`src/rtl/cv3_pkg.sv`:
```
// ----------------------------------------------------------------------------
// cv3_pkg - shared types and constants of the 3x3 convolution unit
// Register indexes, reset values, fixed-point format and the structs that
// travel into and out of the multiply-accumulate stage.
// ----------------------------------------------------------------------------
package cv3_pkg;

  // Largest supported row length (line buffer depth)
  localparam int MaxWidth     = 2048;
  // Fraction bits of the coefficients and of the filtered value
  localparam int CoefFracBits = 8;
  // Largest row count that the frame counter handles
  localparam int HeightCap    = 65534;
  // Result queue depth (power of two)
  localparam int OutDepth     = 8;

  localparam int PixW   = 8;
  localparam int CoefW  = 16;
  localparam int ProdW  = PixW + 1 + CoefW;
  localparam int SumW   = ProdW + 4;
  localparam int ValueW = 28;
  localparam int KRowW  = 3 * CoefW;

  // Configuration register indexes
  typedef enum logic [2:0] {
    CFG_IMAGE_WIDTH   = 3'd0,
    CFG_IMAGE_HEIGHT  = 3'd1,
    CFG_KERNEL_TOP    = 3'd2,
    CFG_KERNEL_MIDDLE = 3'd3,
    CFG_KERNEL_BOTTOM = 3'd4
  } cfg_reg_e;

  localparam logic [11:0]      WidthReset     = 12'd640;
  localparam logic [15:0]      HeightReset    = 16'd480;
  localparam logic [KRowW-1:0] KernelTopReset = 48'h0100_0000_FF00;
  localparam logic [KRowW-1:0] KernelMidReset = 48'h0200_0000_FE00;
  localparam logic [KRowW-1:0] KernelBotReset = 48'h0100_0000_FF00;

  // Nine selected window pixels, index row*3 + column
  typedef struct packed {
    logic                 valid;
    logic                 last;
    logic [8:0][PixW-1:0] px;
  } cv3_taps_t;

  // Finished result plus the number of requests still in the MAC pipe
  typedef struct packed {
    logic              valid;
    logic              last;
    logic [ValueW-1:0] value;
    logic [PixW-1:0]   magnitude;
    logic [1:0]        inflight;
  } cv3_res_t;

endpackage

```
`src/rtl/cv3_mac.sv`:
```
// ----------------------------------------------------------------------------
// cv3_mac - nine-tap multiply-accumulate with magnitude rounding
// Stage one registers the nine products, stage two the sum; the magnitude
// is rounded to nearest (ties to even) and saturated on the way out.
// ----------------------------------------------------------------------------
module cv3_mac (
  input  logic                              clk_i,
  input  logic                              rst_ni,
  input  cv3_pkg::cv3_taps_t                taps_i,
  input  logic [2:0][cv3_pkg::KRowW-1:0]    kernel_i,
  output cv3_pkg::cv3_res_t                 res_o
);

  localparam int F  = cv3_pkg::CoefFracBits;
  localparam int SW = cv3_pkg::SumW;
  localparam int QW = SW - F;

  logic signed [cv3_pkg::ProdW-1:0] prod_d [9];
  logic signed [cv3_pkg::ProdW-1:0] prod_q [9];
  logic                             p_valid_q, p_last_q;
  logic signed [SW-1:0]             sum_d, sum_q;
  logic                             s_valid_q, s_last_q;
  logic [SW-1:0]                    mag;
  logic [QW-1:0]                    quo;
  logic [F-1:0]                     rem;
  logic                             round_up;
  logic [QW:0]                      quo_rnd;

  always_comb begin
    for (int k = 0; k < 3; k++) begin
      for (int j = 0; j < 3; j++) begin
        prod_d[k*3+j] = $signed({1'b0, taps_i.px[k*3+j]})
                      * $signed(kernel_i[k][cv3_pkg::CoefW*j +: cv3_pkg::CoefW]);
      end
    end
  end

  always_ff @(posedge clk_i or negedge rst_ni) begin
    if (!rst_ni) begin
      p_valid_q <= 1'b0;
      s_valid_q <= 1'b0;
    end else begin
      p_valid_q <= taps_i.valid;
      s_valid_q <= p_valid_q;
    end
  end

  always_ff @(posedge clk_i) begin
    prod_q   <= prod_d;
    p_last_q <= taps_i.last;
    sum_q    <= sum_d;
    s_last_q <= p_last_q;
  end

  always_comb begin
    sum_d = '0;
    for (int i = 0; i < 9; i++) begin
      sum_d = sum_d + SW'(prod_q[i]);
    end
  end

  // Round half to even, then clamp to eight bits
  always_comb begin
    mag      = sum_q[SW-1] ? SW'(-sum_q) : SW'(sum_q);
    quo      = mag[SW-1:F];
    rem      = mag[F-1:0];
    round_up = (rem > {1'b1, {(F-1){1'b0}}})
            || ((rem == {1'b1, {(F-1){1'b0}}}) && quo[0]);
    quo_rnd  = {1'b0, quo} + (QW+1)'(round_up);
  end

  always_comb begin
    res_o.valid     = s_valid_q;
    res_o.last      = s_last_q;
    res_o.value     = sum_q[cv3_pkg::ValueW-1:0];
    res_o.magnitude = (quo_rnd > (QW+1)'(255)) ? 8'hFF : quo_rnd[7:0];
    res_o.inflight  = {1'b0, p_valid_q} + {1'b0, s_valid_q};
  end

endmodule

```
`config.mk`:
```
export PLATFORM = sky130hd
export DESIGN_NAME = cv3_mac
export DESIGN_NICKNAME = d
export VERILOG_FILES = /design/src/rtl/cv3_pkg.sv /design/src/rtl/cv3_mac.sv
export SDC_FILE = /design/constraint.sdc
export NUM_CORES = 2
export LEC_CHECK = 0
export BUFFER_PORTS_ARGS = -buffer_cell sky130_fd_sc_hd__buf_4
export CORE_ASPECT_RATIO = 0.6
export CORE_MARGIN = 5
export CORE_UTILIZATION = 55
export DETAILED_ROUTE_END_ITERATION = 8
export PLACE_DENSITY_LB_ADDON = 0.3
export SLEW_MARGIN = 20
export SYNTH_ARGS = -nofsm -noshare
export SYNTH_HDL_FRONTEND = slang
export SYNTH_SLANG_ARGS = --single-unit
```
`constraint.sdc`:
```
create_clock -name clk_i -period 7.6 [get_ports clk_i]
set_input_delay 1.9 -clock clk_i [delete_from_list [all_inputs] [get_ports clk_i]]
set_output_delay 1.9 -clock clk_i [all_outputs]
set_load 0.005 [all_outputs]
```
==> summary by stage <==
Yosys
The main combinational cell family by area after synthesis is adder cells. Counting flops and latches in the post-synthesis netlist gives 258. The portion of netlist area occupied by mux cells is 0.001305. The number of different library cells used by synthesis comes to 73. The cell area after technology mapping is 53,690 µm². Of the total synthesized cell area, the portion taken by full adders, half adders and majority gates is 0.5208. The mean instance size in the synthesized netlist is 8.971 µm². The simple-gate portion of the synthesized area is 0.1574.

The sequential area share after synthesis is 0.09639. Counting every net in the synthesized netlist gives 7,781. The fraction of synthesized cell area in xor and xnor cells is 0.03769. The number of cells produced by synthesis is 5,984. The leading register cell type out of synthesis is dfxtp_1. The count of flip-flops with a built-in enable after synthesis is 0. The Yosys step of the flow raised 0 warnings. After synthesis, the share of flip-flops with an asynchronous set or reset is 0.007752. The synthesized-area fraction occupied by ao, oa, aoi and oai cells is 0.05973.

Drt
The routed design has 133.8 mm of wire. The detailed router placed 38,886 vias in this run. In this run the remaining antenna-violating nets after routing total 0. Dividing the detail-routed wire length by the instance count gives 17.92 µm.

The count of unresolved DRC violations after routing is 0. The number of detailed-route iterations in the first pass is 5. The initial DRC count is 3,149. The average vias per placed instance is 5.206.

Global route
The via count of the first global-routing pass came to 40,208. The maximum number of pins on one net before global-route repair is 24. In the global route stage, overall resource usage came out at 0.2652. The wire length of the first global-routing pass is 220.4 mm. For this run the aggregate overflow at the end of global routing stands at 0.

The number of antenna violations at the first check in global routing was 5.

Min path
The type of the tightest min-delay check is register to register. The worst hold path passes through 0 cells.

Clock network
The number of buffers inserted by post-CTS setup repair is 0. CTS saw 258 sinks. Counting the buffers created by CTS gives 27. No sink is reached through more buffers than the 3 on the longest clock path. The number of instances resized during post-cts repair is 0. TritonCTS built the clock tree. The cell sitting at the root of the clock tree is a clkbuf_16. The clock reaches the later pin of the worst-skew pair after 570 ps. The number of hold buffers added after CTS was 0. After clock tree synthesis, the clock-pin slew on the worst setup and hold paths is 60 ps. The H-tree depth is 1.

Worst setup path
The top fanout value on the critical path is 23. The category of the worst setup path capture point is an output pin. Counting cells, the worst reg-to-reg path comes to 19. The largest single stage delay on the critical path is 840 ps. For the worst setup path, the data required time is 5700 ps. The cell that appears most often on the critical path is nand3_1. The cell type of the slowest stage on the worst timing path is dfxtp_1.

The type of the setup path with the least slack is register to output pin. The worst setup path is launched from a register. Traced cell by cell, the critical path runs through inv_1 > nand3_1 > nand3_1 > ha_1 > nand2b_1 > nor3_1 > mux2i_1 > nand2_1 > and2_1 > o21ai_0 > o41ai_2 > nor4_4 > nand3_1 > buf_4.

Data on the critical path arrives at its endpoint at 4950 ps.

STA
The final clock skew is 36.49 ps. The minimum clock period is 6849 ps. Adding up every negative setup slack in the final design gives 0 ps. The count of final max-slew check failures is 0. The final number of setup-violating endpoints is 0. The peak clock frequency supported by timing is 146.0 MHz. The portion of the clock cycle consumed by the worst path in the final layout is 0.9012. The count of endpoints failing hold in the final timing report is 0.

Setup repair after global routing left no endpoint under its margin. The relative slew slack is 0.4638. For the pin with the worst max-slew slack, the measured transition is 803.2 ps.

Final layout
The proportion of layout cells with a drive suffix above 1 is 0.05598. The area growth from synthesis to layout is 7.223%. The most common library cell in the layout ignoring fill and taps is inv_1.

The net count of the finished layout is 7,940. The library cells used most frequently in the layout, excluding fill and tap cells, are inv_1 (1,644), fa_1 (1,096), and2_1 (634).

Floorplan
The floorplan row count is 88. The total area inside the core boundary comes to 96,450 µm². The floorplan step set the die height to 252.0 µm. The die covers 104,200 µm². In this run the count of I/O pins placed on the die edge is 260. The die boundary width is 413.3 µm. For this configuration, the core starts out at a cell density of 0.5566.

Placement
The number of port buffers is 259. Detailed placement ended at an HPWL of 116.3 mm. The final weighted congestion in routability-driven placement is 0.9361.

Run status
The flow ran to the end, and the final reports show no timing, DRC or antenna violations.

Job
The max-capacitance violation count is 0.
-- final timing paths --
path	start	end	slack, ps
max in group asynchronous	rst_ni	s_valid_q	6420
min in group asynchronous	rst_ni	p_valid_q	1090
min	p_last_q	s_last_q	340
min reg2reg	p_last_q	s_last_q	340
max reg2reg	prod_q[2]	sum_q[24]	2030
max	sum_q[28]	res_o[9]	750
-- through the flow --
stage | area (µm²) | hold WS, ps | utilization | worst slack (ps) | cells
floorplan | 53690 | 309.6 | - | 884.3 | 5984
global placement | 56660 | 309.6 | 0.5875 | 615.9 | 7419
detailed placement | 56660 | 329.7 | 0.5875 | 521.7 | 7419
CTS | 57560 | 344.7 | 0.5968 | 918.3 | 7468
global route | 57560 | 352.2 | 0.5968 | 511.3 | 7468
finish | 57560 | 340.0 | 0.5968 | 750.7 | 7469
-- cells by family (layout without fill, tap and decap cells) --
family | Yosys count | count (layout)
DFF | 258 | 258
and+or+nand+nor | 1659 | 1659
AOI/OAI and AO/OA | 475 | 475
muxes | 7 | 7
adders and majority gates | 1577 | 1577
other | 0 | 1
buffers and inverters | 1777 | 1956
xor gates and xnor gates | 231 | 231
-- worst max-delay path: cells and delay by family, from the launching register on --
kind,cells,cell delay (ps)
buffers and inverters,2,760
AOI/OAI and AO/OA,2,450
muxes,1,220
adders and majority gates,1,310
and+or+nand+nor,8,1830
DFF,1,840
-- synthesized netlist by cell type, types with 27 or more instances --
| cell type | count | area share |
|---|---|---|
| a21oi_1 | 134 | 0.012 |
| fa_1 | 1096 | 0.41 |
| o21a_1 | 47 | 0.0066 |
| nor2_1 | 137 | 0.0096 |
| inv_1 | 1644 | 0.11 |
| dfxtp_1 | 256 | 0.095 |
| ha_1 | 481 | 0.11 |
| xor2_1 | 44 | 0.0072 |
| xnor2_1 | 187 | 0.031 |
| o21ai_0 | 77 | 0.0072 |
| nand2_1 | 605 | 0.042 |
| a21o_1 | 37 | 0.0052 |
| buf_4 | 30 | 0.0042 |
| clkbuf_1 | 95 | 0.0066 |
| nor2b_1 | 27 | 0.0031 |
| nor3_1 | 72 | 0.0067 |
| or3_1 | 27 | 0.0031 |
| nand3_1 | 56 | 0.0052 |
| and2_1 | 634 | 0.074 |
-- area by class of cell --
| cell class | count | area, µm² |
|---|---|---|
| Clock inverter | 12 | 165.2 |
| Tap cell | 1305 | 1633 |
| Sequential cell | 258 | 5175 |
| Antenna cell | 1 | 2.502 |
| Multi-Input combinational cell | 3949 | 41710 |
| Fill cell | 8381 | 38890 |
| Inverter | 1644 | 6171 |
| Timing Repair Buffer | 263 | 1974 |
| Clock buffer | 37 | 733.2 |
-- routing by layer --
layer | GRT usage | wire length [µm] | vias up
met3 | 0.04386 | 11530 | 149
met4 | 0.05226 | 3188 | 4
met1 | 0.4181 | 63460 | 19311
li1 | - | - | 18019
met2 | 0.3862 | 55630 | 1403
met5 | 0 | 20 | -
-- registers in the layout (all words and copies together), names as in the netlist --
register,count
p_valid_q,1
p_last_q,1
prod_q,225
s_last_q,1
s_valid_q,1
sum_q,29
Power is left out: the tool's default activity adds up to more than one toggle a clock period on the data nets, which glitch-free logic cannot reach.
